**config.mk**
```make
export PLATFORM = sky130hd
export DESIGN_NAME = cadenced_sine_tone_channel
export DESIGN_NICKNAME = d
export VERILOG_FILES = /design/src/design/cstc_pkg.sv /design/src/design/cadenced_sine_tone_channel.sv
export SDC_FILE = /design/constraint.sdc
export NUM_CORES = 2
export LEC_CHECK = 0
export ABC_CLOCK_PERIOD_IN_PS = 12180
export BUFFER_PORTS_ARGS = -buffer_cell sky130_fd_sc_hd__buf_2
export CAP_MARGIN = 20
export CORE_ASPECT_RATIO = 0.6
export CORE_UTILIZATION = 65
export DETAILED_ROUTE_END_ITERATION = 10
export PLACE_DENSITY = 0.84
export SYNTH_ARGS = -nofsm -noshare
export SYNTH_HDL_FRONTEND = slang
export SYNTH_SLANG_ARGS = --single-unit
```
**constraint.sdc**
```tcl
create_clock -name clk -period 12.18 [get_ports clk]
set_input_delay 1.218 -clock clk [delete_from_list [all_inputs] [get_ports clk]]
set_output_delay 1.218 -clock clk [all_outputs]
set_load 0.005 [all_outputs]
```
**src/design/cstc_pkg.sv**
```systemverilog
package cstc_pkg;

	// Widths of the stream and configuration ports
	localparam int S_TDATA_W = 24;
	localparam int M_TDATA_W = 16;
	localparam int M_TUSER_W = 3;
	localparam int CFG_IDX_W = 3;
	localparam int CFG_DATA_W = 32;

	// Field and state widths
	localparam int MIX_W = 21;
	localparam int SAMPLE_W = 16;
	localparam int COEFF_W = 30;
	localparam int SEED_W = 29;
	localparam int VOL_W = 20;
	localparam int STEP_W = 18;
	localparam int TIME_W = 32;
	localparam int CLOCK_W = 48;
	localparam int OSC_W = 32;

	// Oscillator scaling: the product is divided by 8192 (a shift) and then by 32767
	localparam int PROD_W = COEFF_W + OSC_W;
	localparam int DIV_SHIFT = 13;
	localparam int DIV_STEPS = PROD_W - DIV_SHIFT;
	localparam int OSC_SCALE = 32767;
	localparam int DREM_W = 15;
	localparam int SER_STEPS = 32;
	localparam int CNT_W = 6;

	// Mix arithmetic and saturation limits
	localparam int SUM_W = 34;
	localparam int SAT_MAX = 32767;
	localparam int SAT_MIN = -32768;

	// Register reset values
	localparam int VOL_RESET = 8192;
	localparam int STEP_RESET = 128000;
	localparam int CADENCE_RESET = 1000000;

	// Register indexes
	typedef enum logic [CFG_IDX_W-1:0] {
		REG_COEFF    = 3'd0,
		REG_SEED     = 3'd1,
		REG_VOLUME   = 3'd2,
		REG_STEP     = 3'd3,
		REG_START    = 3'd4,
		REG_PERIOD   = 3'd5,
		REG_PLAY     = 3'd6,
		REG_DURATION = 3'd7
	} reg_idx_t;

	// Sequencer states
	typedef enum logic [6:0] {
		ST_IDLE = 7'b0000001,
		ST_END  = 7'b0000010,
		ST_WIN  = 7'b0000100,
		ST_SER  = 7'b0001000,
		ST_CHK  = 7'b0010000,
		ST_DIV  = 7'b0100000,
		ST_FIN  = 7'b1000000
	} state_t;

endpackage

```
**src/design/cadenced_sine_tone_channel.sv**
```systemverilog
// The sequencer checks the end time and the play window; for an active tone it then runs the
// 32-step serial cadence modulo (beside the serial multiplier and volume divider) and, inside
// the play window, the 49-step serial division by 32767. It waits to load the output register
// while that still holds an untaken result, and takes no new input until it has loaded it.
// Reset (arst_n low) returns the configuration registers to their reset values, clears the
// sample clock, end flag and oscillator, and empties the output register; no clearing pass follows.
module cadenced_sine_tone_channel #(
	parameter int TIME_FRACTION_BITS = 10
) (
	input  logic                             clk,
	input  logic                             arst_n,
	input  logic                             s_tvalid,
	output logic                             s_tready,
	// s_tdata: mix_in [20:0], zero padding [23:21]
	input  logic [cstc_pkg::S_TDATA_W-1:0]   s_tdata,
	input  logic                             s_tlast,
	output logic                             m_tvalid,
	input  logic                             m_tready,
	// m_tdata: sample_out [15:0]
	output logic [cstc_pkg::M_TDATA_W-1:0]   m_tdata,
	// m_tuser: clipped [0], tone_sounding [1], tone_finished [2]
	output logic [cstc_pkg::M_TUSER_W-1:0]   m_tuser,
	output logic                             m_tlast,
	input  logic                             cfg_we,
	input  logic [cstc_pkg::CFG_IDX_W-1:0]   cfg_index,
	input  logic [cstc_pkg::CFG_DATA_W-1:0]  cfg_data
);
	import cstc_pkg::*;

	localparam int EW = TIME_W + 1 + TIME_FRACTION_BITS;
	localparam int CMPW = (EW > CLOCK_W) ? EW : CLOCK_W;
	localparam logic [CLOCK_W-1:0] FRAME_MASK =
		((CLOCK_W'(1) << TIME_W) - CLOCK_W'(1)) << TIME_FRACTION_BITS;

	// Configuration registers
	logic signed [COEFF_W-1:0] coeff_q;
	logic [VOL_W-1:0]          vol_q;
	logic [STEP_W-1:0]         step_q;
	logic [TIME_W-1:0]         start_q;
	logic [TIME_W-1:0]         period_q;
	logic [TIME_W-1:0]         play_q;
	logic [TIME_W-1:0]         dur_q;

	// Channel state
	logic [CLOCK_W-1:0]        clock_q;
	logic signed [OSC_W-1:0]   older_q;
	logic signed [OSC_W-1:0]   newer_q;
	logic                      ended_q;

	// Sequencer and captured input
	state_t                    state_q;
	logic [CNT_W-1:0]          cnt_q;
	logic [MIX_W-1:0]          mix_q;
	logic                      fend_q;
	logic                      snd_q;

	// Serial units
	logic [TIME_W-1:0]         mrem_q;
	logic [TIME_W-1:0]         mdvd_q;
	logic [PROD_W-1:0]         prod_q;
	logic [COEFF_W-1:0]        mcand_q;
	logic [VOL_W-1:0]          vrem_q;
	logic [OSC_W-1:0]          vdvd_q;
	logic [DREM_W-1:0]         drem_q;
	logic [OSC_W-1:0]          dquo_q;
	logic                      pneg_q;
	logic                      vneg_q;

	// Output register
	logic                      m_tvalid_q;
	logic [SAMPLE_W-1:0]       sample_q;
	logic                      clip_q;
	logic                      sounding_q;
	logic                      finished_q;
	logic                      last_q;

	logic                      in_fire;
	logic                      out_free;
	logic                      fin_fire;

	logic [TIME_W:0]           end_sum;
	logic [CMPW-1:0]           end_c;
	logic [CMPW-1:0]           t_c;
	logic                      end_hit;
	logic [CLOCK_W-1:0]        start_c;
	logic [CLOCK_W-1:0]        diff_c;
	logic [TIME_W-1:0]         abst;
	logic                      active;
	logic [OSC_W-1:0]          newer_mag;
	logic [COEFF_W-1:0]        coeff_mag;

	logic [TIME_W:0]           mr_sh;
	logic                      mr_ge;
	logic [TIME_W:0]           mr_sub;
	logic [VOL_W:0]            vr_sh;
	logic                      vr_ge;
	logic [VOL_W:0]            vr_sub;
	logic [COEFF_W:0]          mul_add;
	logic [DREM_W:0]           dr_sh;
	logic                      dr_ge;
	logic [DREM_W:0]           dr_sub;

	logic [OSC_W-1:0]          q32;
	logic [OSC_W-1:0]          osc_next;
	logic signed [SUM_W-1:0]   vterm;
	logic signed [SUM_W-1:0]   sum;
	logic                      sat_hi;
	logic                      sat_lo;
	logic [SAMPLE_W-1:0]       sample_c;
	logic [CLOCK_W-1:0]        clock_inc;
	logic [CLOCK_W-1:0]        clock_next;

	assign in_fire  = s_tvalid && s_tready;
	assign out_free = !m_tvalid_q || m_tready;
	assign fin_fire = (state_q == ST_FIN) && out_free;
	assign s_tready = (state_q == ST_IDLE);

	// End time and play window of the current clock
	assign end_sum   = {1'b0, start_q} + {1'b0, dur_q};
	assign end_c     = CMPW'(end_sum) << TIME_FRACTION_BITS;
	assign t_c       = CMPW'(clock_q);
	assign end_hit   = !ended_q && (dur_q != '0) && (end_c < t_c);
	assign start_c   = CLOCK_W'(start_q) << TIME_FRACTION_BITS;
	assign diff_c    = clock_q - start_c;
	assign abst      = diff_c[TIME_FRACTION_BITS +: TIME_W];
	assign active    = !ended_q && (clock_q > start_c);
	assign newer_mag = newer_q[OSC_W-1] ? OSC_W'(-newer_q) : OSC_W'(newer_q);
	assign coeff_mag = coeff_q[COEFF_W-1] ? COEFF_W'(-coeff_q) : COEFF_W'(coeff_q);

	// One step of each serial unit
	always_comb begin
		mr_sh   = {mrem_q, mdvd_q[TIME_W-1]};
		mr_ge   = mr_sh >= {1'b0, period_q};
		mr_sub  = mr_sh - {1'b0, period_q};
		vr_sh   = {vrem_q, vdvd_q[OSC_W-1]};
		vr_ge   = vr_sh >= {1'b0, vol_q};
		vr_sub  = vr_sh - {1'b0, vol_q};
		mul_add = {1'b0, prod_q[PROD_W-1:OSC_W]} +
			(prod_q[0] ? {1'b0, mcand_q} : {(COEFF_W+1){1'b0}});
		dr_sh   = {drem_q, prod_q[PROD_W-1]};
		dr_ge   = dr_sh >= (DREM_W+1)'(OSC_SCALE);
		dr_sub  = dr_sh - (DREM_W+1)'(OSC_SCALE);
	end

	// Oscillator recursion result, volume term, mix and saturation
	always_comb begin
		q32      = pneg_q ? OSC_W'(-dquo_q) : dquo_q;
		osc_next = q32 - OSC_W'(older_q);
		if (snd_q && (vol_q != '0)) begin
			vterm = vneg_q ? -$signed(SUM_W'(vdvd_q)) : $signed(SUM_W'(vdvd_q));
		end else begin
			vterm = '0;
		end
		sum    = SUM_W'($signed(mix_q)) + vterm;
		sat_hi = sum > SUM_W'(SAT_MAX);
		sat_lo = sum < SUM_W'(SAT_MIN);
		if (sat_hi) begin
			sample_c = SAMPLE_W'(SAT_MAX);
		end else if (sat_lo) begin
			sample_c = SAMPLE_W'(SAT_MIN);
		end else begin
			sample_c = sum[SAMPLE_W-1:0];
		end
		clock_inc  = clock_q + CLOCK_W'(step_q);
		clock_next = fend_q ? (clock_inc & FRAME_MASK) : clock_inc;
	end

	// Configuration registers
	always_ff @(posedge clk or negedge arst_n) begin
		if (!arst_n) begin
			coeff_q  <= '0;
			vol_q    <= VOL_W'(VOL_RESET);
			step_q   <= STEP_W'(STEP_RESET);
			start_q  <= '0;
			period_q <= TIME_W'(CADENCE_RESET);
			play_q   <= TIME_W'(CADENCE_RESET);
			dur_q    <= '0;
		end else if (cfg_we) begin
			case (cfg_index)
				REG_COEFF:    coeff_q  <= cfg_data[COEFF_W-1:0];
				REG_VOLUME:   vol_q    <= cfg_data[VOL_W-1:0];
				REG_STEP:     step_q   <= cfg_data[STEP_W-1:0];
				REG_START:    start_q  <= cfg_data[TIME_W-1:0];
				REG_PERIOD:   period_q <= cfg_data[TIME_W-1:0];
				REG_PLAY:     play_q   <= cfg_data[TIME_W-1:0];
				REG_DURATION: dur_q    <= cfg_data[TIME_W-1:0];
				default: ;
			endcase
		end
	end

	// Oscillator state: a seed write restarts it, a sounding sample advances it
	always_ff @(posedge clk or negedge arst_n) begin
		if (!arst_n) begin
			older_q <= '0;
			newer_q <= '0;
		end else if (cfg_we && (cfg_index == REG_SEED)) begin
			older_q <= OSC_W'($signed(cfg_data[SEED_W-1:0]));
			newer_q <= '0;
		end else if (fin_fire && snd_q) begin
			older_q <= newer_q;
			newer_q <= osc_next;
		end
	end

	// Sample clock and end flag
	always_ff @(posedge clk or negedge arst_n) begin
		if (!arst_n) begin
			clock_q <= '0;
			ended_q <= 1'b0;
		end else begin
			if (state_q == ST_END && end_hit) begin
				ended_q <= 1'b1;
			end
			if (fin_fire) begin
				clock_q <= clock_next;
			end
		end
	end

	// Sequencer
	always_ff @(posedge clk or negedge arst_n) begin
		if (!arst_n) begin
			state_q <= ST_IDLE;
			cnt_q   <= '0;
			snd_q   <= 1'b0;
		end else begin
			case (state_q)
				ST_IDLE: begin
					if (in_fire) begin
						state_q <= ST_END;
					end
				end
				ST_END: begin
					state_q <= ST_WIN;
				end
				ST_WIN: begin
					cnt_q <= '0;
					snd_q <= 1'b0;
					state_q <= active ? ST_SER : ST_FIN;
				end
				ST_SER: begin
					cnt_q <= cnt_q + 1'b1;
					if (cnt_q == CNT_W'(SER_STEPS - 1)) begin
						state_q <= ST_CHK;
					end
				end
				ST_CHK: begin
					cnt_q <= '0;
					snd_q <= mrem_q < play_q;
					state_q <= (mrem_q < play_q) ? ST_DIV : ST_FIN;
				end
				ST_DIV: begin
					cnt_q <= cnt_q + 1'b1;
					if (cnt_q == CNT_W'(DIV_STEPS - 1)) begin
						state_q <= ST_FIN;
					end
				end
				ST_FIN: begin
					if (out_free) begin
						state_q <= ST_IDLE;
					end
				end
				default: state_q <= ST_IDLE;
			endcase
		end
	end

	// Input capture and the serial datapath
	always_ff @(posedge clk) begin
		if (in_fire) begin
			mix_q  <= s_tdata[MIX_W-1:0];
			fend_q <= s_tlast;
		end
		case (state_q)
			ST_WIN: begin
				mrem_q  <= '0;
				mdvd_q  <= abst;
				prod_q  <= PROD_W'(newer_mag);
				mcand_q <= coeff_mag;
				vrem_q  <= '0;
				vdvd_q  <= newer_mag;
				pneg_q  <= coeff_q[COEFF_W-1] ^ newer_q[OSC_W-1];
				vneg_q  <= newer_q[OSC_W-1];
			end
			ST_SER: begin
				mrem_q <= mr_ge ? mr_sub[TIME_W-1:0] : mr_sh[TIME_W-1:0];
				mdvd_q <= {mdvd_q[TIME_W-2:0], 1'b0};
				vrem_q <= vr_ge ? vr_sub[VOL_W-1:0] : vr_sh[VOL_W-1:0];
				vdvd_q <= {vdvd_q[OSC_W-2:0], vr_ge};
				prod_q <= {mul_add, prod_q[OSC_W-1:1]};
			end
			ST_CHK: begin
				drem_q <= '0;
			end
			ST_DIV: begin
				drem_q <= dr_ge ? dr_sub[DREM_W-1:0] : dr_sh[DREM_W-1:0];
				dquo_q <= {dquo_q[OSC_W-2:0], dr_ge};
				prod_q <= {prod_q[PROD_W-2:0], 1'b0};
			end
			default: ;
		endcase
	end

	// Output register, free to take a new result as soon as the old one is taken
	always_ff @(posedge clk or negedge arst_n) begin
		if (!arst_n) begin
			m_tvalid_q <= 1'b0;
		end else if (fin_fire) begin
			m_tvalid_q <= 1'b1;
		end else if (m_tready) begin
			m_tvalid_q <= 1'b0;
		end
	end

	always_ff @(posedge clk) begin
		if (fin_fire) begin
			sample_q   <= sample_c;
			clip_q     <= sat_hi || sat_lo;
			sounding_q <= snd_q;
			finished_q <= ended_q;
			last_q     <= fend_q;
		end
	end

	assign m_tvalid = m_tvalid_q;
	assign m_tdata  = sample_q;
	assign m_tuser  = {finished_q, sounding_q, clip_q};
	assign m_tlast  = last_q;

endmodule

```
==> impl_metrics.py <==
metrics = {
    "yosys": {
        "async_reset_ff_frac": 0.520,
        "yosys_most_used_dff": "dfrtp_1",
        "ys_ff_latch": 623,
        "syn_inst": 4116,
        "synth_cell_types": 86,
        "ys_warn_count": 0,
        "synth.avg_cell_area_sq_um": 9.68,
        "synth_edf_count": 299,
        "yosysSeqAreaShare": 0.430,
        "synth_fp_nets": 4488,
        "syn_area_sq_um": 39800,
    },
    "layout": {
        "drive_gt1_frac": 0.104,
        "final_common_cell": "nand2_1",
        "layout_common_cells": "nand2_1 (389), nor2_1 (327), dfrtp_1 (302)",
        "max_flop_register": "prod_q",
        "fill_cells": 4302,
        "multiInputGateArea_sq_um": 21200,
        "area_growth_pct": 8.21,
        "top_regs": "prod_q (62), clock_q (48)",
        "final_nets": 4531,
        "ff_latch_area_sq_um": 17100,
        "largest_reg_flops": 62,
        "final_util": 0.720,
    },
    "grt": {
        "grt_pass1_wl_mm": 166,
        "track_usage": 0.337,
        "grt_max_degree": 94,
        "grt_antenna_before_repair": 4,
        "globalRouteOverflowTotal": 0,
        "grt_pass1_vias": 29900,
    },
    "setup_path": {
        "max_stage_delay_ps": 600,
        "cp_top_family": "simple AND/OR/NAND/NOR gates",
        "r2r-start": "vdvd_q[13]$_DFFE_PN_",
        "rr_worst_depth": 20,
        "end_kind": "flop",
        "crit_top_cell": "xor2_1",
        "worstSetupPathType": "reg2reg",
        "r2r_slack_ps": 5950,
        "regToRegEndpoint": "m_tdata[5]$_SDFFCE_PN1P_",
        "crit_fanout": 16,
        "start_kind": "flop",
        "critPathArrivalTime_ps": 6570,
        "cp_cell_sequence": "or4_4, nor4_2, or3b_1, or3_4, or4_2, o31ai_1, xor2_1, nor2_1, ha_1, a21o_1, a21oi_1, and3_1, inv_1, a2111o_1, a31o_2, xor2_1, nand3_1, nor4_1, a21oi_2, o21ai_0",
        "critPathRequiredTime_ps": 12520,
        "path_buf_inv": 1,
        "cp_slowest_cell": "or4_2",
    },
    "sta": {
        "finalSetupViolCount": 0,
        "fmax_mhz": 161,
        "timing.final.max_slew_violations": 0,
        "slew_headroom": 0.265,
        "min_period_over_period": 0.511,
        "min_period_ps": 6230,
        "setup_tns_ps": 0,
        "skew_ps": 16.5,
        "worstMarginPinSlew_ps": 1100,
        "finalHoldViolations": 0,
        "grt_setup_unrepaired": "no",
    },
    "clock_network": {
        "clk_latency_ps": 640,
        "numClockSinks": 623,
        "clkTransAtPathRegs_ps": 70,
        "hold_buffers": 0,
        "postCtsSetupBuffers": 0,
        "cts.path.max_buffers": 3,
        "h-tree-depth": 2,
        "cts_tree": "built",
        "cts_resized": 0,
        "root_buffer": "clkbuf_16",
        "cts_buffers": 58,
    },
    "pwr": {
        "combPwrFrac": 0.382,
        "seq_power_share": 0.368,
        "leakage_nw": 18.8,
        "internal_power_w": 0.00489,
        "p_per_area_nw_per_um2": 178,
        "p_sw_frac": 0.362,
        "clock_power_share": 0.250,
        "p_sw_w": 0.00278,
        "ir_drop_mv": 0.142,
    },
    "routing": {
        "drt-pass1-iter-count": 6,
        "remaining_drc_errors": 0,
        "vias": 31900,
        "wl_per_cell_um": 21.0,
        "ant_nets": 0,
        "drt_wl_total_mm": 105,
        "drt-initial-drc-count": 3549,
        "vias_per_cell": 6.34,
    },
    "floorplan": {
        "die_w_um": 322,
        "dieArea_sq_um": 62300,
        "initial_core_util": 0.666,
        "io_pins": 87,
        "die-height_um": 194,
        "core-area_sq_um": 59800,
        "rows": 69,
    },
    "placement": {
        "gp_congestion": 0.964,
        "portBuffers": 83,
        "place_hpwl_mm": 74.2,
    },
    "hold_path": {
        "hold_depth": 0,
        "hold_end": "mcand_q[0]$_DFFE_PP_",
        "hp-start": "coeff_q[0]$_DFFE_PN0P_",
        "hp-class": "reg2reg",
    },
    "job": {
        "cap_violations": 0,
    },
    "status": {
        "status": "complete, no violations",
    },
}
==> cell usage after synthesis, drive strengths merged, types with 44 or more instances <==
| cell | number | area (sq um) |
|---|---|---|
| xnor2 | 207 | 1810 |
| ha | 299 | 3740 |
| a31oi | 53 | 332 |
| o21ai | 303 | 1540 |
| nand3 | 59 | 295 |
| xor2 | 127 | 1110 |
| nor3 | 64 | 320 |
| mux2 | 149 | 1680 |
| and2 | 47 | 294 |
| clkbuf | 123 | 462 |
| nor2 | 327 | 1230 |
| nand2 | 392 | 1470 |
| a21oi | 288 | 1450 |
| a21o | 132 | 991 |
| o31ai | 57 | 433 |
| dfrtp | 302 | 7560 |
| edfxtp | 299 | 8980 |
| nand4 | 44 | 275 |
| inv | 265 | 995 |
==> how the worst max path moves through the flow <==
stage,start,end,slack [ps],depth (start not counted)
detailed placement,vdvd_q[13]$_DFFE_PN_,m_tdata[5]$_SDFFCE_PN1P_,5570,20
floorplan,vdvd_q[14]$_DFFE_PN_,clip_q$_DFFE_PP_,6640,21
global placement,vdvd_q[13]$_DFFE_PN_,m_tdata[4]$_SDFFCE_PN1P_,5680,20
CTS,vdvd_q[13]$_DFFE_PN_,m_tdata[5]$_SDFFCE_PN1P_,5530,20
finish,vdvd_q[13]$_DFFE_PN_,m_tdata[5]$_SDFFCE_PN1P_,5950,20
global route,vdvd_q[13]$_DFFE_PN_,m_tdata[9]$_SDFFCE_PN1P_,5490,20
==> cells by family (layout without fill, tap and decap cells) <==
logic type                 Yosys count  count (layout)  share of synthesized area
AOI/OAI and AO/OA                 1076            1076                      0.169
xor gates and xnor gates           334             334                     0.0735
adders and majority gates          307             307                     0.0980
buffers and inverters              403             495                     0.0386
DFF                                623             623                      0.430
muxes                              178             178                     0.0494
other                                0               4                          0
and+or+nand+nor                   1195            1195                      0.142
==> cell type report <==
class,count,area share
antenna,4,0.000232
clock buffer,87,0.0405
clock inverter,22,0.00531
inverter,266,0.0232
multi-input combinational,3090,0.493
sequential,623,0.397
tap,816,0.0237
timing repair buffer,120,0.0174
==> routing by layer <==
metal / part of all wire / vias to the layer above / track usage
met4: 0.024 / 0 / 0.0884
met3: 0.11 / 161 / 0.0783
met5: 0 / - / 0
li1: - / 14900 / -
met1: 0.46 / 15300 / 0.520
met2: 0.41 / 1532 / 0.473
==> per-stage QoR <==
stage | hold slack (ps) | instance area (sq um) | instances | worst slack, ps | total power [W]
finish | 453 | 43100 | 5028 | 5950 | 0.00766
CTS | 454 | 43000 | 5019 | 5530 | 0.00760
global route | 459 | 43100 | 5025 | 5490 | 0.00809
detailed placement | 433 | 41000 | 4910 | 5570 | 0.00567
global placement | 431 | 41000 | 4910 | 5680 | 0.00555
floorplan | 425 | 39800 | 4116 | 6640 | 0.00497
==> power groups by stage <==
| stage | logic (W) | registers [W] | clock network [W] |
|---|---|---|---|
| CTS | 0.00286 | 0.00281 | 0.00192 |
| global placement | 0.00272 | 0.00283 | 0 |
| global route | 0.00324 | 0.00285 | 0.00200 |
| floorplan | 0.00221 | 0.00276 | 0 |
| detailed placement | 0.00283 | 0.00284 | 0 |
| finish | 0.00293 | 0.00282 | 0.00192 |
Power figures use the tool's default switching activity.
